===== config.mk =====
export PLATFORM = sky130hd
export DESIGN_NAME = selective_repeat_receive_window_flat
export DESIGN_NICKNAME = d
export VERILOG_FILES = /design/src/rtl/srrw_pkg.sv /design/src/rtl/srrw_item_if.sv /design/src/rtl/srrw_result_if.sv /design/src/rtl/srrw_ram.sv /design/src/rtl/srrw_ctrl.sv /design/src/rtl/srrw_datapath.sv /design/src/rtl/selective_repeat_receive_window.sv /design/src/flat_wrapper.sv
export VERILOG_INCLUDE_DIRS = /design/src /design/src/rtl
export SDC_FILE = /design/constraint.sdc
export NUM_CORES = 1
export LEC_CHECK = 0
export BUFFER_PORTS_ARGS = -buffer_cell sky130_fd_sc_hd__buf_2
export CAP_MARGIN = 10
export CORE_ASPECT_RATIO = 0.6
export CORE_UTILIZATION = 50
export DETAILED_ROUTE_END_ITERATION = 7
export PLACE_DENSITY = 0.65
export SETUP_SLACK_MARGIN = 0.05
export SLEW_MARGIN = 20
export SYNTH_ARGS = -nofsm -noshare
export SYNTH_HDL_FRONTEND = slang
export SYNTH_SLANG_ARGS = --single-unit

===== constraint.sdc =====
create_clock -name clk -period 6.4 [get_ports clk]
set_input_delay 1.28 -clock clk [delete_from_list [all_inputs] [get_ports clk]]
set_output_delay 1.28 -clock clk [all_outputs]
set_load 0.005 [all_outputs]

===== src/rtl/selective_repeat_receive_window_assert.svh =====
// Assertion macros shared by the receive window modules.
// Needs nothing else; files that check their own logic include it.
`ifndef SELECTIVE_REPEAT_RECEIVE_WINDOW_ASSERT_SVH
`define SELECTIVE_REPEAT_RECEIVE_WINDOW_ASSERT_SVH

`ifndef SYNTH
// Same-cycle implication, disabled while reset is asserted.
`define SRRW_ASSERT_IMPL(name, clk, rst_n, pre, post) \
    name: assert property (@(posedge clk) disable iff (!rst_n) (pre) |-> (post)) \
        else $error("srrw assertion failed");
// Next-cycle implication, disabled while reset is asserted.
`define SRRW_ASSERT_NEXT(name, clk, rst_n, pre, post) \
    name: assert property (@(posedge clk) disable iff (!rst_n) (pre) |=> (post)) \
        else $error("srrw assertion failed");
`else
`define SRRW_ASSERT_IMPL(name, clk, rst_n, pre, post)
`define SRRW_ASSERT_NEXT(name, clk, rst_n, pre, post)
`endif

`endif


===== src/rtl/srrw_pkg.sv =====
// Shared types and constants of the selective-repeat receive window.
// No dependencies; every file but the RAM and the assert header imports it.
package srrw_pkg;

    localparam int unsigned WINDOW_DEFAULT = 2;
    localparam int unsigned MAX_RES        = 2;

    localparam int unsigned TAG_W      = 7;
    localparam int unsigned LEN_W      = 11;
    localparam int unsigned SEQ_W      = 32;
    localparam int unsigned ELAPSED_W  = 32;
    localparam int unsigned RETRY_W    = 8;
    localparam int unsigned KIND_W     = 2;
    localparam int unsigned RES_CNT_W  = 2;
    localparam int unsigned CFG_IDX_W  = 2;
    localparam int unsigned CFG_DATA_W = 32;

    // Result kinds
    localparam logic [KIND_W-1:0] KIND_REQUEST = 2'd0;
    localparam logic [KIND_W-1:0] KIND_DELIVER = 2'd1;
    localparam logic [KIND_W-1:0] KIND_FAIL    = 2'd2;

    // Configuration register indexes
    localparam logic [CFG_IDX_W-1:0] REG_PACKET_COUNT     = 2'd0;
    localparam logic [CFG_IDX_W-1:0] REG_TIMEOUT_TICKS    = 2'd1;
    localparam logic [CFG_IDX_W-1:0] REG_MAX_RETRIES      = 2'd2;
    localparam logic [CFG_IDX_W-1:0] REG_FULL_PAYLOAD_LEN = 2'd3;

    // Reset values
    localparam logic [SEQ_W-1:0]     PACKET_COUNT_RESET = '0;
    localparam logic [ELAPSED_W-1:0] TIMEOUT_RESET      = 32'd2000000;
    localparam logic [RETRY_W-1:0]   MAX_RETRIES_RESET  = 8'd14;
    localparam logic [LEN_W-1:0]     PAYLOAD_LEN_RESET  = 11'd1398;
    localparam logic [RETRY_W-1:0]   RETRY_RESET        = 8'd1;

    typedef struct packed {
        logic start;
        logic arr_decode;
        logic arr_fill;
        logic scan_init;
        logic scan_eval;
        logic dlv_step;
        logic push_fail;
        logic out_pop;
    } srrw_cmd_t;

    typedef struct packed {
        logic                 failed;
        logic                 complete;
        logic                 scan_last;
        logic                 fail_hit;
        logic                 dlv_ok;
        logic                 out_last;
        logic [RES_CNT_W-1:0] res_count;
    } srrw_status_t;

    typedef struct packed {
        logic [KIND_W-1:0] kind;
        logic [SEQ_W-1:0]  seq_number;
        logic [TAG_W-1:0]  request_tag;
        logic [LEN_W-1:0]  deliver_len;
        logic              done_res;
    } srrw_result_t;

endpackage


===== src/rtl/srrw_item_if.sv =====
// Input item channel: valid/ready handshake with the arrival payload.
// Depends on srrw_pkg.
interface srrw_item_if;
    import srrw_pkg::*;

    logic             valid;
    logic             ready;
    logic             operation;
    logic [TAG_W-1:0] tag;
    logic [LEN_W-1:0] length;

    modport source (output valid, output operation, output tag, output length, input ready);
    modport sink   (input valid, input operation, input tag, input length, output ready);
endinterface


===== src/rtl/srrw_result_if.sv =====
// Result channel: valid/ready handshake with request, delivery and fail results.
// Depends on srrw_pkg.
interface srrw_result_if;
    import srrw_pkg::*;

    logic              valid;
    logic              ready;
    logic [KIND_W-1:0] kind;
    logic [SEQ_W-1:0]  seq_number;
    logic [TAG_W-1:0]  request_tag;
    logic [LEN_W-1:0]  deliver_len;
    logic              last;
    logic              done_res;

    modport source (output valid, output kind, output seq_number, output request_tag,
                    output deliver_len, output last, output done_res, input ready);
    modport sink   (input valid, input kind, input seq_number, input request_tag,
                    input deliver_len, input last, input done_res, output ready);
endinterface


===== src/rtl/srrw_ram.sv =====
// Generic single-write, single-read RAM with registered read data.
// No dependencies.
module srrw_ram #(
    parameter int unsigned WIDTH = 32,
    parameter int unsigned DEPTH = 2,
    localparam int unsigned AW = (DEPTH > 1) ? $clog2(DEPTH) : 1
) (
    input  logic             clk,
    input  logic             we,
    input  logic [AW-1:0]    waddr,
    input  logic [WIDTH-1:0] wdata,
    input  logic [AW-1:0]    raddr,
    output logic [WIDTH-1:0] rdata
);
    logic [WIDTH-1:0] mem_reg [DEPTH];
    logic [WIDTH-1:0] rdata_reg;

    always_ff @(posedge clk)
    begin
        if (we)
        begin
            mem_reg[waddr] <= wdata;
        end
        rdata_reg <= mem_reg[raddr];
    end

    assign rdata = rdata_reg;
endmodule


===== src/rtl/srrw_ctrl.sv =====
// Sequencer of the receive window: dispatches each item, steps the slot scan,
// the delivery loop and the result transfers. Depends on srrw_pkg and the assert header.
`include "selective_repeat_receive_window_assert.svh"

module srrw_ctrl (
    input  logic                  clk,
    input  logic                  rst_n,
    input  logic                  in_valid,
    input  logic                  in_op,
    output logic                  in_ready,
    output logic                  out_valid,
    input  logic                  out_ready,
    input  srrw_pkg::srrw_status_t status,
    output srrw_pkg::srrw_cmd_t    cmd
);
    import srrw_pkg::*;

    localparam logic [2:0] S_IDLE     = 3'd0;
    localparam logic [2:0] S_ARR_DEC  = 3'd1;
    localparam logic [2:0] S_ARR_FILL = 3'd2;
    localparam logic [2:0] S_SCAN_RD  = 3'd3;
    localparam logic [2:0] S_SCAN_EV  = 3'd4;
    localparam logic [2:0] S_DELIVER  = 3'd5;
    localparam logic [2:0] S_FAIL     = 3'd6;
    localparam logic [2:0] S_OUT      = 3'd7;

    logic [2:0] state_reg;
    logic [2:0] state_next;
    logic       accept;

    assign in_ready  = (state_reg == S_IDLE);
    assign out_valid = (state_reg == S_OUT);
    assign accept    = in_valid && in_ready;

    always_comb
    begin
        state_next = state_reg;
        cmd        = '0;
        case (state_reg)
            S_IDLE:
            begin
                if (accept)
                begin
                    cmd.start = 1'b1;
                    if (status.failed)
                        state_next = S_FAIL;
                    else if (status.complete)
                        state_next = S_IDLE;
                    else if (in_op)
                        state_next = S_ARR_DEC;
                    else
                        state_next = S_SCAN_RD;
                end
            end
            S_ARR_DEC:
            begin
                cmd.arr_decode = 1'b1;
                state_next     = S_ARR_FILL;
            end
            S_ARR_FILL:
            begin
                cmd.arr_fill = 1'b1;
                state_next   = S_DELIVER;
            end
            S_SCAN_RD:
            begin
                cmd.scan_init = 1'b1;
                state_next    = S_SCAN_EV;
            end
            S_SCAN_EV:
            begin
                cmd.scan_eval = 1'b1;
                if (status.fail_hit)
                    state_next = S_OUT;
                else if (status.scan_last)
                    state_next = S_DELIVER;
            end
            S_DELIVER:
            begin
                if (status.dlv_ok)
                    cmd.dlv_step = 1'b1;
                else if (status.res_count != '0)
                    state_next = S_OUT;
                else
                    state_next = S_IDLE;
            end
            S_FAIL:
            begin
                cmd.push_fail = 1'b1;
                state_next    = S_OUT;
            end
            S_OUT:
            begin
                if (out_ready)
                begin
                    if (status.out_last)
                        state_next = S_IDLE;
                    else
                        cmd.out_pop = 1'b1;
                end
            end
            default:
            begin
                state_next = S_IDLE;
            end
        endcase
    end

    always_ff @(posedge clk or negedge rst_n)
    begin
        if (!rst_n)
            state_reg <= S_IDLE;
        else
            state_reg <= state_next;
    end

    `SRRW_ASSERT_IMPL(a_one_side_open, clk, rst_n, 1'b1, !(in_ready && out_valid))
    `SRRW_ASSERT_NEXT(a_fail_goes_out, clk, rst_n, (state_reg == S_SCAN_EV) && status.fail_hit, state_reg == S_OUT)
    `SRRW_ASSERT_NEXT(a_empty_back_idle, clk, rst_n, (state_reg == S_DELIVER) && !status.dlv_ok && (status.res_count == '0), state_reg == S_IDLE)
endmodule


===== src/rtl/srrw_datapath.sv =====
// Window state, configuration registers, slot timer RAM and result buffer.
// Depends on srrw_pkg, srrw_ram and the assert header.
`include "selective_repeat_receive_window_assert.svh"

module srrw_datapath #(
    parameter int unsigned WINDOW = srrw_pkg::WINDOW_DEFAULT
) (
    input  logic                                clk,
    input  logic                                rst_n,
    input  logic                                cfg_write,
    input  logic [srrw_pkg::CFG_IDX_W-1:0]      cfg_index,
    input  logic [srrw_pkg::CFG_DATA_W-1:0]     cfg_data,
    input  logic [srrw_pkg::TAG_W-1:0]          in_tag,
    input  logic [srrw_pkg::LEN_W-1:0]          in_length,
    input  srrw_pkg::srrw_cmd_t                 cmd,
    output srrw_pkg::srrw_status_t              status,
    output srrw_pkg::srrw_result_t              res
);
    import srrw_pkg::*;

    localparam int unsigned TAG_MOD  = 3 * WINDOW;
    localparam int unsigned BASE_W   = $clog2(TAG_MOD);
    localparam int unsigned IDX_W    = (WINDOW > 1) ? $clog2(WINDOW) : 1;
    localparam int unsigned TAG_VALS = 1 << TAG_W;

    // Configuration
    logic [SEQ_W-1:0]     packet_count_reg;
    logic [ELAPSED_W-1:0] timeout_reg;
    logic [RETRY_W-1:0]   max_retries_reg;
    logic [LEN_W-1:0]     full_len_reg;

    // Window state
    logic [SEQ_W-1:0]   next_seq_reg,  next_seq_next;
    logic [BASE_W-1:0]  base_reg,      base_next;
    logic [IDX_W-1:0]   head_reg,      head_next;
    logic [WINDOW-1:0]  filled_reg,    filled_next;
    logic [WINDOW-1:0]  requested_reg, requested_next;
    logic [RETRY_W-1:0] retry_reg,     retry_next;
    logic [LEN_W-1:0]   last_len_reg,  last_len_next;
    logic               failed_reg,    failed_next;

    // Latched item payload
    logic [TAG_W-1:0] tag_reg, tag_next;
    logic [LEN_W-1:0] len_reg, len_next;

    // Arrival decode
    logic             arr_hit_reg,  arr_hit_next;
    logic [IDX_W-1:0] arr_off_reg,  arr_off_next;
    logic [IDX_W-1:0] arr_phys_reg, arr_phys_next;

    // Slot scan
    logic [IDX_W-1:0]  scan_i_reg,   scan_i_next;
    logic [IDX_W-1:0]  scan_p_reg,   scan_p_next;
    logic [BASE_W-1:0] scan_tag_reg, scan_tag_next;
    logic [SEQ_W:0]    scan_seq_reg, scan_seq_next;

    // Result buffer
    srrw_result_t         res_buf_reg [MAX_RES];
    srrw_result_t         res_buf_next [MAX_RES];
    logic [RES_CNT_W-1:0] res_count_reg, res_count_next;
    logic                 rd_reg, rd_next;

    // Combinational helpers
    logic [BASE_W-1:0]    tag_lut [TAG_VALS];
    logic [BASE_W:0]      arr_sum, arr_off_full;
    logic [IDX_W:0]       arr_phys_sum;
    logic [SEQ_W:0]       fill_seq;
    logic                 fill_ok, fill_is_last;
    logic [ELAPSED_W-1:0] ram_rdata, elapsed_aged, elapsed_new;
    logic [IDX_W-1:0]     ram_raddr, scan_p_wrap;
    logic                 slot_active, consider, timed_out, retry_ok;
    logic                 is_new, is_retry, fail_cond;
    logic [SEQ_W-1:0]     seq_inc;
    logic                 dlv_done;
    srrw_result_t         fail_res;

    // Tag reduction table: tag modulo the tag space
    for (genvar v = 0; v < TAG_VALS; v++)
    begin : g_tag_lut
        assign tag_lut[v] = BASE_W'(v % TAG_MOD);
    end

    // Arrival offset from the window base, then its physical slot
    always_comb
    begin
        arr_sum      = {1'b0, tag_lut[tag_reg]} + (BASE_W + 1)'(TAG_MOD) - {1'b0, base_reg};
        arr_off_full = (arr_sum >= (BASE_W + 1)'(TAG_MOD)) ? arr_sum - (BASE_W + 1)'(TAG_MOD)
                                                           : arr_sum;
        arr_phys_sum = {1'b0, head_reg} + {1'b0, IDX_W'(arr_off_full)};
        if (arr_phys_sum >= (IDX_W + 1)'(WINDOW))
            arr_phys_sum = arr_phys_sum - (IDX_W + 1)'(WINDOW);
    end

    assign fill_seq     = {1'b0, next_seq_reg} + (SEQ_W + 1)'(arr_off_reg);
    assign fill_ok      = fill_seq < {1'b0, packet_count_reg};
    assign fill_is_last = (fill_seq + (SEQ_W + 1)'(1)) == {1'b0, packet_count_reg};

    // Slot evaluation: age first, then decide
    assign slot_active  = requested_reg[scan_p_reg] && !filled_reg[scan_p_reg];
    assign elapsed_aged = (slot_active && (ram_rdata != '1)) ? ram_rdata + ELAPSED_W'(1)
                                                              : ram_rdata;
    assign consider     = (res_count_reg < RES_CNT_W'(MAX_RES)) && !filled_reg[scan_p_reg]
                          && (scan_seq_reg < {1'b0, packet_count_reg});
    assign timed_out    = elapsed_aged >= timeout_reg;
    assign retry_ok     = retry_reg <= max_retries_reg;
    assign is_new       = consider && !requested_reg[scan_p_reg];
    assign is_retry     = consider && requested_reg[scan_p_reg] && timed_out && retry_ok;
    assign fail_cond    = consider && requested_reg[scan_p_reg] && !(timed_out && retry_ok)
                          && !retry_ok;
    assign elapsed_new  = (is_new || is_retry) ? '0 : elapsed_aged;
    assign scan_p_wrap  = (scan_p_reg == IDX_W'(WINDOW - 1)) ? '0 : scan_p_reg + IDX_W'(1);
    assign ram_raddr    = cmd.scan_eval ? scan_p_wrap : head_reg;

    srrw_ram #(
        .WIDTH (ELAPSED_W),
        .DEPTH (WINDOW)
    ) u_elapsed_ram (
        .clk   (clk),
        .we    (cmd.scan_eval),
        .waddr (scan_p_reg),
        .wdata (elapsed_new),
        .raddr (ram_raddr),
        .rdata (ram_rdata)
    );

    assign seq_inc  = next_seq_reg + SEQ_W'(1);
    assign dlv_done = (seq_inc == packet_count_reg);

    always_comb
    begin
        fail_res             = '0;
        fail_res.kind        = KIND_FAIL;
        fail_res.seq_number  = next_seq_reg;
    end

    always_comb
    begin
        next_seq_next  = next_seq_reg;
        base_next      = base_reg;
        head_next      = head_reg;
        filled_next    = filled_reg;
        requested_next = requested_reg;
        retry_next     = retry_reg;
        last_len_next  = last_len_reg;
        failed_next    = failed_reg;
        tag_next       = tag_reg;
        len_next       = len_reg;
        arr_hit_next   = arr_hit_reg;
        arr_off_next   = arr_off_reg;
        arr_phys_next  = arr_phys_reg;
        scan_i_next    = scan_i_reg;
        scan_p_next    = scan_p_reg;
        scan_tag_next  = scan_tag_reg;
        scan_seq_next  = scan_seq_reg;
        res_buf_next   = res_buf_reg;
        res_count_next = res_count_reg;
        rd_next        = rd_reg;

        if (cmd.start)
        begin
            tag_next       = in_tag;
            len_next       = in_length;
            res_count_next = '0;
            rd_next        = 1'b0;
        end

        if (cmd.arr_decode)
        begin
            arr_hit_next  = arr_off_full < (BASE_W + 1)'(WINDOW);
            arr_off_next  = IDX_W'(arr_off_full);
            arr_phys_next = IDX_W'(arr_phys_sum);
        end

        if (cmd.arr_fill && arr_hit_reg && fill_ok)
        begin
            filled_next[arr_phys_reg] = 1'b1;
            if (fill_is_last)
                last_len_next = len_reg;
        end

        if (cmd.scan_init)
        begin
            scan_i_next   = '0;
            scan_p_next   = head_reg;
            scan_tag_next = base_reg;
            scan_seq_next = {1'b0, next_seq_reg};
        end

        if (cmd.scan_eval)
        begin
            if (is_new)
            begin
                requested_next[scan_p_reg] = 1'b1;
                retry_next                 = RETRY_RESET;
            end
            if (is_retry && (retry_reg != '1))
                retry_next = retry_reg + RETRY_W'(1);
            if (is_new || is_retry)
            begin
                res_buf_next[res_count_reg[0]]             = '0;
                res_buf_next[res_count_reg[0]].kind        = KIND_REQUEST;
                res_buf_next[res_count_reg[0]].seq_number  = scan_seq_reg[SEQ_W-1:0];
                res_buf_next[res_count_reg[0]].request_tag = TAG_W'(scan_tag_reg);
                res_count_next                             = res_count_reg + RES_CNT_W'(1);
            end
            // Drop the requests of this tick and report the failure alone
            if (fail_cond)
            begin
                failed_next     = 1'b1;
                res_buf_next[0] = fail_res;
                res_count_next  = RES_CNT_W'(1);
            end
            scan_i_next   = scan_i_reg + IDX_W'(1);
            scan_p_next   = scan_p_wrap;
            scan_tag_next = (scan_tag_reg == BASE_W'(TAG_MOD - 1)) ? '0
                                                                   : scan_tag_reg + BASE_W'(1);
            scan_seq_next = scan_seq_reg + (SEQ_W + 1)'(1);
        end

        if (cmd.dlv_step)
        begin
            res_buf_next[res_count_reg[0]]             = '0;
            res_buf_next[res_count_reg[0]].kind        = KIND_DELIVER;
            res_buf_next[res_count_reg[0]].seq_number  = next_seq_reg;
            res_buf_next[res_count_reg[0]].deliver_len = dlv_done ? last_len_reg : full_len_reg;
            res_buf_next[res_count_reg[0]].done_res    = dlv_done;
            res_count_next                             = res_count_reg + RES_CNT_W'(1);
            // Shift the window: retire the head slot and advance base and head
            next_seq_next            = seq_inc;
            filled_next[head_reg]    = 1'b0;
            requested_next[head_reg] = 1'b0;
            head_next = (head_reg == IDX_W'(WINDOW - 1)) ? '0 : head_reg + IDX_W'(1);
            base_next = (base_reg == BASE_W'(TAG_MOD - 1)) ? '0 : base_reg + BASE_W'(1);
        end

        if (cmd.push_fail)
        begin
            res_buf_next[0] = fail_res;
            res_count_next  = RES_CNT_W'(1);
        end

        if (cmd.out_pop)
            rd_next = !rd_reg;
    end

    always_ff @(posedge clk or negedge rst_n)
    begin
        if (!rst_n)
        begin
            packet_count_reg <= PACKET_COUNT_RESET;
            timeout_reg      <= TIMEOUT_RESET;
            max_retries_reg  <= MAX_RETRIES_RESET;
            full_len_reg     <= PAYLOAD_LEN_RESET;
            next_seq_reg     <= '0;
            base_reg         <= '0;
            head_reg         <= '0;
            filled_reg       <= '0;
            requested_reg    <= '0;
            retry_reg        <= RETRY_RESET;
            last_len_reg     <= PAYLOAD_LEN_RESET;
            failed_reg       <= 1'b0;
            res_count_reg    <= '0;
            rd_reg           <= 1'b0;
        end
        else
        begin
            if (cfg_write)
            begin
                case (cfg_index)
                    REG_PACKET_COUNT:     packet_count_reg <= cfg_data[SEQ_W-1:0];
                    REG_TIMEOUT_TICKS:    timeout_reg      <= cfg_data[ELAPSED_W-1:0];
                    REG_MAX_RETRIES:      max_retries_reg  <= cfg_data[RETRY_W-1:0];
                    REG_FULL_PAYLOAD_LEN: full_len_reg     <= cfg_data[LEN_W-1:0];
                    default:              ;
                endcase
            end
            next_seq_reg  <= next_seq_next;
            base_reg      <= base_next;
            head_reg      <= head_next;
            filled_reg    <= filled_next;
            requested_reg <= requested_next;
            retry_reg     <= retry_next;
            last_len_reg  <= last_len_next;
            failed_reg    <= failed_next;
            res_count_reg <= res_count_next;
            rd_reg        <= rd_next;
        end
    end

    always_ff @(posedge clk)
    begin
        tag_reg      <= tag_next;
        len_reg      <= len_next;
        arr_hit_reg  <= arr_hit_next;
        arr_off_reg  <= arr_off_next;
        arr_phys_reg <= arr_phys_next;
        scan_i_reg   <= scan_i_next;
        scan_p_reg   <= scan_p_next;
        scan_tag_reg <= scan_tag_next;
        scan_seq_reg <= scan_seq_next;
        res_buf_reg  <= res_buf_next;
    end

    always_comb
    begin
        status.failed    = failed_reg;
        status.complete  = next_seq_reg >= packet_count_reg;
        status.scan_last = scan_i_reg == IDX_W'(WINDOW - 1);
        status.fail_hit  = fail_cond;
        status.dlv_ok    = (res_count_reg < RES_CNT_W'(MAX_RES))
                           && (next_seq_reg < packet_count_reg) && filled_reg[head_reg];
        status.out_last  = {1'b0, rd_reg} == (res_count_reg - RES_CNT_W'(1));
        status.res_count = res_count_reg;
    end

    assign res = res_buf_reg[rd_reg];

    `SRRW_ASSERT_IMPL(a_count_bound, clk, rst_n, 1'b1, res_count_reg <= RES_CNT_W'(MAX_RES))
    `SRRW_ASSERT_NEXT(a_failed_sticky, clk, rst_n, failed_reg, failed_reg)
    `SRRW_ASSERT_IMPL(a_fail_alone, clk, rst_n, res_count_reg == RES_CNT_W'(MAX_RES), (res_buf_reg[0].kind != KIND_FAIL) && (res_buf_reg[1].kind != KIND_FAIL))
endmodule


===== src/rtl/selective_repeat_receive_window.sv =====
// Selective-repeat receive window, top level. Depends on srrw_pkg, the channel
// interfaces, srrw_ctrl and srrw_datapath. Takes one item at a time: an arrival is
// decoded, filled and then delivered; a tick reads, evaluates each slot (one slot timer
// RAM access per slot) and then delivers; the results are then transferred one by one.
// Reset clears window, counters and result count at once; no clearing pass.
module selective_repeat_receive_window #(
    parameter int unsigned WINDOW = srrw_pkg::WINDOW_DEFAULT
) (
    input  logic                             clk,
    input  logic                             rst_n,
    input  logic                             cfg_write,
    input  logic [srrw_pkg::CFG_IDX_W-1:0]   cfg_index,
    input  logic [srrw_pkg::CFG_DATA_W-1:0]  cfg_data,
    srrw_item_if.sink                        item,
    srrw_result_if.source                    result
);
    import srrw_pkg::*;

    srrw_cmd_t    cmd;
    srrw_status_t status;
    srrw_result_t res;

    // Controller: owns the handshakes and steps the datapath through
    // dispatch, arrival decode/fill, slot scan, delivery, fail report and result transfer.
    srrw_ctrl u_ctrl (
        .clk       (clk),
        .rst_n     (rst_n),
        .in_valid  (item.valid),
        .in_op     (item.operation),
        .in_ready  (item.ready),
        .out_valid (result.valid),
        .out_ready (result.ready),
        .status    (status),
        .cmd       (cmd)
    );

    // Datapath: window marks, timers, retry count, configuration and the
    // two-entry result buffer that holds the results of one item.
    srrw_datapath #(
        .WINDOW (WINDOW)
    ) u_datapath (
        .clk       (clk),
        .rst_n     (rst_n),
        .cfg_write (cfg_write),
        .cfg_index (cfg_index),
        .cfg_data  (cfg_data),
        .in_tag    (item.tag),
        .in_length (item.length),
        .cmd       (cmd),
        .status    (status),
        .res       (res)
    );

    // Present the buffered result; mark the final one of this item.
    assign result.kind        = res.kind;
    assign result.seq_number  = res.seq_number;
    assign result.request_tag = res.request_tag;
    assign result.deliver_len = res.deliver_len;
    assign result.done_res    = res.done_res;
    assign result.last        = status.out_last;
endmodule


===== src/flat_wrapper.sv =====
// flat-port wrapper written by rule: the top's interface ports become plain ports
module selective_repeat_receive_window_flat import srrw_pkg::*;
#(
    parameter int unsigned WINDOW = srrw_pkg::WINDOW_DEFAULT
)
  (clk, rst_n, cfg_write, cfg_index, cfg_data, item_valid, item_operation, item_tag, item_length, item_ready, result_valid, result_kind, result_seq_number, result_request_tag, result_deliver_len, result_last, result_done_res, result_ready);
  srrw_item_if item_i ();
  srrw_result_if result_i ();
  input  logic clk;
  input  logic rst_n;
  input  logic cfg_write;
  input  logic [srrw_pkg::CFG_IDX_W-1:0] cfg_index;
  input  logic [srrw_pkg::CFG_DATA_W-1:0] cfg_data;
  input wire logic [$bits(item_i.valid)-1:0] item_valid;
  input wire logic [$bits(item_i.operation)-1:0] item_operation;
  input wire logic [$bits(item_i.tag)-1:0] item_tag;
  input wire logic [$bits(item_i.length)-1:0] item_length;
  output wire logic [$bits(item_i.ready)-1:0] item_ready;
  output wire logic [$bits(result_i.valid)-1:0] result_valid;
  output wire logic [$bits(result_i.kind)-1:0] result_kind;
  output wire logic [$bits(result_i.seq_number)-1:0] result_seq_number;
  output wire logic [$bits(result_i.request_tag)-1:0] result_request_tag;
  output wire logic [$bits(result_i.deliver_len)-1:0] result_deliver_len;
  output wire logic [$bits(result_i.last)-1:0] result_last;
  output wire logic [$bits(result_i.done_res)-1:0] result_done_res;
  input wire logic [$bits(result_i.ready)-1:0] result_ready;
  assign item_i.valid = item_valid;
  assign item_i.operation = item_operation;
  assign item_i.tag = item_tag;
  assign item_i.length = item_length;
  assign item_ready = item_i.ready;
  assign result_valid = result_i.valid;
  assign result_kind = result_i.kind;
  assign result_seq_number = result_i.seq_number;
  assign result_request_tag = result_i.request_tag;
  assign result_deliver_len = result_i.deliver_len;
  assign result_last = result_i.last;
  assign result_done_res = result_i.done_res;
  assign result_i.ready = result_ready;
  selective_repeat_receive_window #(.WINDOW(WINDOW)) u_core (.clk(clk), .rst_n(rst_n), .cfg_write(cfg_write), .cfg_index(cfg_index), .cfg_data(cfg_data), .item(item_i), .result(result_i));
endmodule

==> results of run 1 <==
[kinds of logic (layout without fill, tap and decap cells)]
group,after synthesis,count (layout),synth area share
flops,410,410,0.433
simple gates,807,807,0.171
mux,174,174,0.0812
fa+ha+maj,151,151,0.0796
xor+xnor,213,213,0.0795
buf+inv,243,347,0.0407
compound gates,403,403,0.115
[tightest hold or removal path, stage by stage (launching register included)]
cell and delay (ns):
edfxtp_1 0.32, nand2_1 0.04, nand2_1 0.04
[report_power, final]
part	switching, mW	internal (mW)
combinational	2.57	1.75
sequential	0.688	3.75
clock	1.08	1.46
[through the flow]
step | power, mW | setup slack, ns | utilization | cells
2_1_floorplan | 7.11 | 1.11 | - | 2401
3_3_place_gp | 8.57 | 0.802 | 0.536 | 3059
3_5_place_dp | 8.73 | 0.560 | 0.536 | 3059
4_1_cts | 11.3 | 0.530 | 0.566 | 3135
5_1_grt | 12.0 | 0.100 | 0.566 | 3135
6_report | 11.3 | 0.539 | 0.566 | 3135
[layer usage]
metal  up-vias  GRT usage  wire [um]
li1       8712          -          -
met1      8989      0.453      34800
met2       740      0.397      27800
met3       104     0.0557       6150
met4         0     0.0832       1960
met5         -          0          0
[how the worst max path moves through the flow]
stage                                                               end  cells past startpoint
after global routing          u_core.u_datapath.res_buf_reg[47]$_DFF_P_                     23
after global placement    u_core.u_datapath.last_len_reg[9]$_DFFE_PN0P_                     20
after floorplan                                               flip-flop                     22
after CTS                     u_core.u_datapath.res_buf_reg[44]$_DFF_P_                     23
after detailed placement      u_core.u_datapath.res_buf_reg[40]$_DFF_P_                     23
final                         u_core.u_datapath.res_buf_reg[44]$_DFF_P_                     23
[what timing repair did]
item,in CTS,in global routing
hold endpoints to repair,0,0
endpoints found under the setup margin,0,21
gates resized for setup,0,1
[cell type report]
class                   count  area [um2]
clock buffers              62        1190
flip-flops and latches    410       10300
clock inverters            14         199
inverters                 114         428
multi-input cells        1748       12600
repair buffers            157         931
fillers                  4032       20200
well taps                 630         788
[synth_stat cells (12+ instances only)]
cell and n:
a211oi_1 15, a21o_1 54, a21oi_1 87, a221o_1 33
and2_1 14, and3_1 61, buf_1 12, clkbuf_1 99
dfrtp_1 124, dfstp_2 25, dfxtp_1 129, edfxtp_1 132
ha_1 149, inv_1 113, mux2_2 112, mux2i_1 52
nand2_1 268, nand2b_1 12, nand3_1 80, nand4_1 56
nor2_1 150, nor2b_1 38, nor3_1 41, nor4_1 12
o21a_1 18, o21ai_0 96, o22ai_1 14, xnor2_1 125
xor2_1 86
==> impl_results.rst, run 1 <==
.. list-table::
   :header-rows: 1

   * - Metric
     - Value
   * - Status
     - complete, no violations
   * - Post-synth EDFFs
     - 132
   * - Max-capacitance violation count
     - 0
   * - Horizontal die dimension
     - 284 um
   * - Commonest cells after routing, fill and taps aside
     - nand2_1 (267), ha_1 (149), nor2_1 (148), edfxtp_1 (132), dfxtp_1 (129)
   * - CP max-delay cell
     - a2111oi_1
   * - Max reg flops
     - 97
   * - Final #Nets
     - 2,680
   * - Antenna viol nets, final
     - 0
   * - Floorplan die height
     - 171 um
   * - Setup slack of the most critical reg-to-reg path
     - 0.54 ns
   * - Fin crit share
     - 0.916
   * - Skew-Pair Late Insertion Delay
     - 0.57 ns
   * - Total half-perimeter wirelength after legalization and detailed placement
     - 52.1 mm
   * - Cell taking the most area after synthesis
     - edfxtp_1
   * - Number of hold violations in the final report
     - 0
   * - Max-slew violation total from the final report
     - 0
   * - Yosys cell types
     - 91
   * - Initial antenna violation count
     - 0
   * - Most used flip-flop cell after synthesis
     - edfxtp_1
   * - Post-synthesis to final-layout area growth
     - 11.0%
   * - Overflow after GRT
     - 0
   * - Last weighted congestion value of the routability-driven placer
     - 0.992
   * - Clock-pin transition on the worst setup and hold timing paths
     - 0.06 ns
   * - Top cells by area, synth
     - edfxtp_1 (17%), dfrtp_1 (13%), dfxtp_1 (11%), ha_1 (7.8%), mux2_2 (5.3%)
   * - TritonCTS buffer count
     - 41
   * - Setup violations, final
     - 0
   * - Via count of the first global-routing pass
     - 17,500
   * - Worst r2r src
     - u_core.u_datapath.u_elapsed_ram.rdata[16]$_DFF_P_
   * - Sequential element share of the synthesized area
     - 0.433
   * - Total nets after synthesis
     - 2,609
   * - Tightest slew margin relative to the limit
     - 0.295
   * - Ant. Diodes
     - 0
   * - DRC violation total after the first TritonRoute iteration
     - 1,993
   * - CP Buf/Inv Count
     - 2
   * - Most common cell after layout, fill and taps aside
     - nand2_1
   * - DRC violations left
     - 0
   * - Number of vias per cell after detailed routing
     - 5.92
   * - Total standard cell area after synthesis
     - 23,800 um2
   * - Number of standard-cell rows in the floorplan
     - 61
   * - Worst hold path endpoint
     - u_core.u_datapath.u_elapsed_ram.rdata[4]$_DFF_P_
   * - Post CTS Setup Buffer Count
     - 0
   * - Worst Tran Pin Value
     - 1.05 ns
   * - Hold wc startpoint
     - u_core.u_datapath.u_elapsed_ram.mem_reg[1][4]$_DFFE_PP_
   * - Proportion of register bits with asynchronous set or reset after synthesis
     - 0.363
   * - Fraction of layout instances using a drive strength above 1
     - 0.162
   * - Instance count along the most critical hold path
     - 2
   * - Post-Route Hold Slack
     - 0.420 ns
   * - Crit path capture type
     - flip-flop
   * - Gate count of the mapped netlist
     - 2,401
   * - Setup clock skew after layout
     - 0.0285 ns
   * - Chain of cells forming the critical path
     - and4_1 -> and3_1 -> nand4_1 -> nor4_1 -> a41oi_1 -> and3b_1 -> nand2b_1 -> nor2_1 -> xor2_1 -> ha_1 -> a21o_1 -> a21o_1 -> a21o_1 -> a21o_1 -> a21oi_1 -> o21ai_0 -> a2111oi_1 -> o21ai_1 -> buf_4 -> nand4_1 -> buf_4 -> mux2i_1 -> a21oi_1
   * - Critical path class
     - flip-flop to flip-flop
   * - Worst setup path startpoint
     - u_core.u_datapath.u_elapsed_ram.rdata[16]$_DFF_P_
   * - All-layer global routing usage
     - 0.290
   * - CORE AREA
     - 46,600 um2
   * - I/O pin count
     - 114
   * - Type of the most critical hold path
     - flip-flop to flip-flop
   * - Clock tree from TritonCTS
     - yes
   * - Average cell area after synthesis
     - 9.91 um2
   * - Setup repair after global routing missed its margin
     - false
   * - Final wirelength
     - 70.6 mm
   * - Number of input and output port buffers inserted
     - 113
   * - Initial core utilization
     - 0.510
   * - Routed WL per cell
     - 22.5 um
   * - Root buf cell
     - clkbuf_16
   * - Yosys reg bits
     - 410
   * - Design Area, Final
     - 26,400 um2
   * - Power density over the cells
     - 428 nW/um2
   * - Destination of the worst register-to-register timing path
     - u_core.u_datapath.res_buf_reg[44]$_DFF_P_
   * - Worst Reg2Reg Path Length in Cells
     - 23
   * - Sum of negative setup slack
     - 0 ns
   * - Max FO, Critical Path
     - 22
   * - Required time at the endpoint of the critical path
     - 6.83 ns
   * - Final Critical Period
     - 5.86 ns
   * - Number of buffers on the longest clock path
     - 3
   * - Reported leakage power
     - 11.9 nW
   * - Worst path most repeated cell
     - a21o_1
   * - Number of synthesis warnings
     - 0
   * - Delay of the slowest cell on the worst path
     - 0.58 ns
   * - Pin count of the biggest net entering global routing
     - 75
   * - Clock net sink count
     - 410
   * - Area post-placement
     - 25,000 um2
   * - Dominant delay contributor by cell family on the critical path
     - compound AO/OA/AOI/OAI gates
   * - Nature of the critical path startpoint
     - flip-flop
   * - Largest voltage drop on the vdd net
     - 262 uV
   * - Wire length of the first global-routing pass
     - 107 mm
   * - Total number of vias
     - 18,500
   * - Max frequency
     - 171 MHz
   * - Iteration count of the initial detailed-routing pass
     - 6
   * - H-tree levels
     - 2
   * - CTS hold repair buffers
     - 0
   * - Total die area
     - 48,500 um2
   * - Fraction of synthesized cell area taken by the top area cell type
     - 0.167
   * - Arrival time of the worst setup path
     - 6.29 ns
Power figures use the tool's default switching activity.
==> run 2, diff against run 1 <==
--- a/config.mk
+++ b/config.mk
@@ -8,7 +8,6 @@
 export LEC_CHECK = 0
 export BUFFER_PORTS_ARGS = -buffer_cell sky130_fd_sc_hd__buf_2
 export CAP_MARGIN = 10
-export CORE_ASPECT_RATIO = 0.6
 export CORE_UTILIZATION = 50
 export DETAILED_ROUTE_END_ITERATION = 7
 export PLACE_DENSITY = 0.65
==> run 2 against run 1 <==
- the run now ends with design-rule violations left
- clock power up 7%
- global-route usage down 0.60 points
- register-to-register slack worse by 0.14 ns
- die area about the same
- maximum frequency down 2.4%
- routed wire length down 3.1%
- largest cell class unchanged
- largest power group unchanged
- highest routed layer is now met5
==> impl_results.rst, run 2 (synthesis results as in run 1) <==
.. list-table::
   :header-rows: 1

   * - Metric
     - Value
   * - Clock tree from TritonCTS
     - yes
   * - Layer carrying the most global-route usage
     - met2
   * - Status
     - complete, but fails checks
   * - Root buf cell
     - clkbuf_16
   * - Worst Reg2Reg Path Length in Cells
     - 22
   * - All-layer global routing usage
     - 0.284
   * - Number of vias per cell after detailed routing
     - 5.93
   * - Pin count of the biggest net entering global routing
     - 74
   * - Number of filler instances in the final layout
     - 4,144
   * - Floorplan die height
     - 220 um
   * - Ant. Diodes
     - 0
   * - Number of buffers on the longest clock path
     - 3
   * - Final #Nets
     - 2,673
   * - Combinational fraction of design power
     - 0.372
   * - Fin crit share
     - 0.938
   * - Commonest cells after routing, fill and taps aside
     - nand2_1 (267), ha_1 (149), nor2_1 (148), edfxtp_1 (132), dfxtp_1 (129)
   * - Hold wc startpoint
     - u_core.u_datapath.u_elapsed_ram.mem_reg[1][4]$_DFFE_PP_
   * - Via count of the first global-routing pass
     - 17,800
   * - Antenna viol nets, final
     - 0
   * - Max-slew violation total from the final report
     - 0
   * - Power density over the cells
     - 430 nW/um2
   * - Final wirelength
     - 68.5 mm
   * - Max FO, Critical Path
     - 40
   * - Worst hold path endpoint
     - u_core.u_datapath.u_elapsed_ram.rdata[4]$_DFF_P_
   * - Wire length of the first global-routing pass
     - 104 mm
   * - Clock-pin transition on the worst setup and hold timing paths
     - 0.06 ns
   * - Iteration count of the initial detailed-routing pass
     - 7
   * - Total die area
     - 48,400 um2
   * - Switching component of the power
     - 4.33 mW
   * - Max-capacitance violation count
     - 0
   * - Most common cell after layout, fill and taps aside
     - nand2_1
   * - Post-route insts no fill
     - 3,110
   * - Type of the most critical hold path
     - flip-flop to flip-flop
   * - Fraction of layout instances using a drive strength above 1
     - 0.164
   * - Worst setup path startpoint
     - u_core.u_datapath.u_elapsed_ram.rdata[8]$_DFF_P_
   * - Worst r2r src
     - u_core.u_datapath.u_elapsed_ram.rdata[8]$_DFF_P_
   * - Number of standard-cell rows in the floorplan
     - 79
   * - TritonCTS buffer count
     - 46
   * - Last weighted congestion value of the routability-driven placer
     - 0.924
   * - Switching Share
     - 0.382
   * - Critical path class
     - flip-flop to flip-flop
   * - Required time at the endpoint of the critical path
     - 6.94 ns
   * - DRC violations left
     - 4
   * - GR Layer Usage met1
     - 0.398
   * - Number of hold violations in the final report
     - 0
   * - Max reg flops
     - 97
   * - Initial antenna violation count
     - 1
   * - Clock net sink count
     - 410
   * - CTS hold repair buffers
     - 0
   * - Reported leakage power
     - 11.9 nW
   * - Post CTS Setup Buffer Count
     - 0
   * - H-tree levels
     - 2
   * - Total number of vias
     - 18,500
   * - Met3 track demand over resource
     - 0.0454
   * - Worst Tran Pin Value
     - 1.12 ns
   * - Setup repair after global routing missed its margin
     - false
   * - Met2 Resource Use GR
     - 0.439
   * - Total power of the final layout
     - 11.4 mW
   * - Overflow after GRT
     - 0
   * - Crit path capture type
     - flip-flop
   * - DRC violation total after the first TritonRoute iteration
     - 1,571
   * - Number of input and output port buffers inserted
     - 113
   * - Max frequency
     - 167 MHz
   * - Failing checks
     - design-rule violations
   * - Setup slack of the most critical reg-to-reg path
     - 0.40 ns
   * - Post-synthesis to final-layout area growth
     - 11.0%
   * - Cell internal power dissipation
     - 7.02 mW
   * - I/O pin count
     - 114
   * - Final Critical Period
     - 6.00 ns
   * - Destination of the worst register-to-register timing path
     - u_core.u_datapath.res_buf_reg[76]$_DFF_P_
   * - Setup violations, final
     - 0
   * - Largest voltage drop on the vdd net
     - 230 uV
   * - Routed WL per cell
     - 22.0 um
   * - DP Cell Count
     - 3,024
   * - Instance count along the most critical hold path
     - 2
   * - Sum of negative setup slack
     - 0 ns
   * - Sequential Power Share
     - 0.390
   * - Skew-Pair Late Insertion Delay
     - 0.61 ns
   * - Setup clock skew after layout
     - 0.0272 ns
   * - Tightest slew margin relative to the limit
     - 0.251
   * - Quantity of gates resized following cts
     - 0
   * - Clk pwr share
     - 0.238
   * - Area of combinational cells with multiple inputs
     - 12,600 um2
   * - Arrival time of the worst setup path
     - 6.55 ns
   * - CORE AREA
     - 46,800 um2
   * - Nature of the critical path startpoint
     - flip-flop
   * - Initial core utilization
     - 0.509
   * - Total half-perimeter wirelength after legalization and detailed placement
     - 48.3 mm
   * - Sequential cell area
     - 10,300 um2
   * - Horizontal die dimension
     - 220 um
==> run 2: cell type report <==
type | count | share of cell area
Sequential cell | 410 | 0.390
Tap cell | 607 | 0.0288
Clock inverter | 26 | 0.0108
Timing Repair Buffer | 145 | 0.0307
Multi-Input combinational cell | 1748 | 0.476
Clock buffer | 60 | 0.0475
Inverter | 114 | 0.0162
==> run 2: stage by stage <==
stage	hold WS [ns]	utilization	instance area, um2	setup WS, ns
after floorplan	0.408	-	23800	1.11
after global placement	0.411	0.532	24900	0.637
after detailed placement	0.418	0.532	24900	0.509
after CTS	0.433	0.565	26400	0.483
after global routing	0.448	0.565	26400	0.0712
final	0.434	0.565	26400	0.396
==> run 2: worst max path at each step <==
stage	end	slack, ns
6_report	u_core.u_datapath.res_buf_reg[76]$_DFF_P_	0.40
5_1_grt	u_core.u_datapath.res_buf_reg[76]$_DFF_P_	0.07
4_1_cts	u_core.u_datapath.res_buf_reg[77]$_DFF_P_	0.48
3_5_place_dp	u_core.u_datapath.res_buf_reg[77]$_DFF_P_	0.51
3_3_place_gp	u_core.u_datapath.res_count_reg[0]$_DFF_PN0_	0.64
2_1_floorplan	flip-flop	1.11
==> run 2: worst max-delay path, stage by stage, from the launching register on <==
cell and delay [ns]:
dfxtp_1 0.38, and3_1 0.21, and3_1 0.21, nand2_1 0.08
nor3_1 0.35, a41oi_1 0.36, and3b_1 0.38, nand2b_1 0.21
nor2_1 0.08, xor2_1 0.16, ha_1 0.32, a21o_1 0.18
a21o_1 0.17, a21o_1 0.17, a21o_1 0.17, a21oi_1 0.14
o21ai_0 0.15, a2111oi_0 0.55, o21ai_1 0.17, and2_2 0.46
a21oi_4 0.21, buf_4 0.54, a221o_1 0.27
==> run 2: routing by layer <==
metal	vias to the layer above	wire length (um)
met1	9022	31100
met2	613	30600
met5	-	9
li1	8710	-
met3	109	4380
met4	2	2310
==> run 2: power by group through the flow <==
stage | Sequential [mW] | Combinational, mW | Clock [mW]
floorplan | 4.18 | 2.93 | 0
global placement | 4.41 | 4.04 | 0
detailed placement | 4.44 | 4.16 | 0
CTS | 4.40 | 4.20 | 2.74
global route | 4.51 | 4.67 | 2.85
finish | 4.43 | 4.22 | 2.70
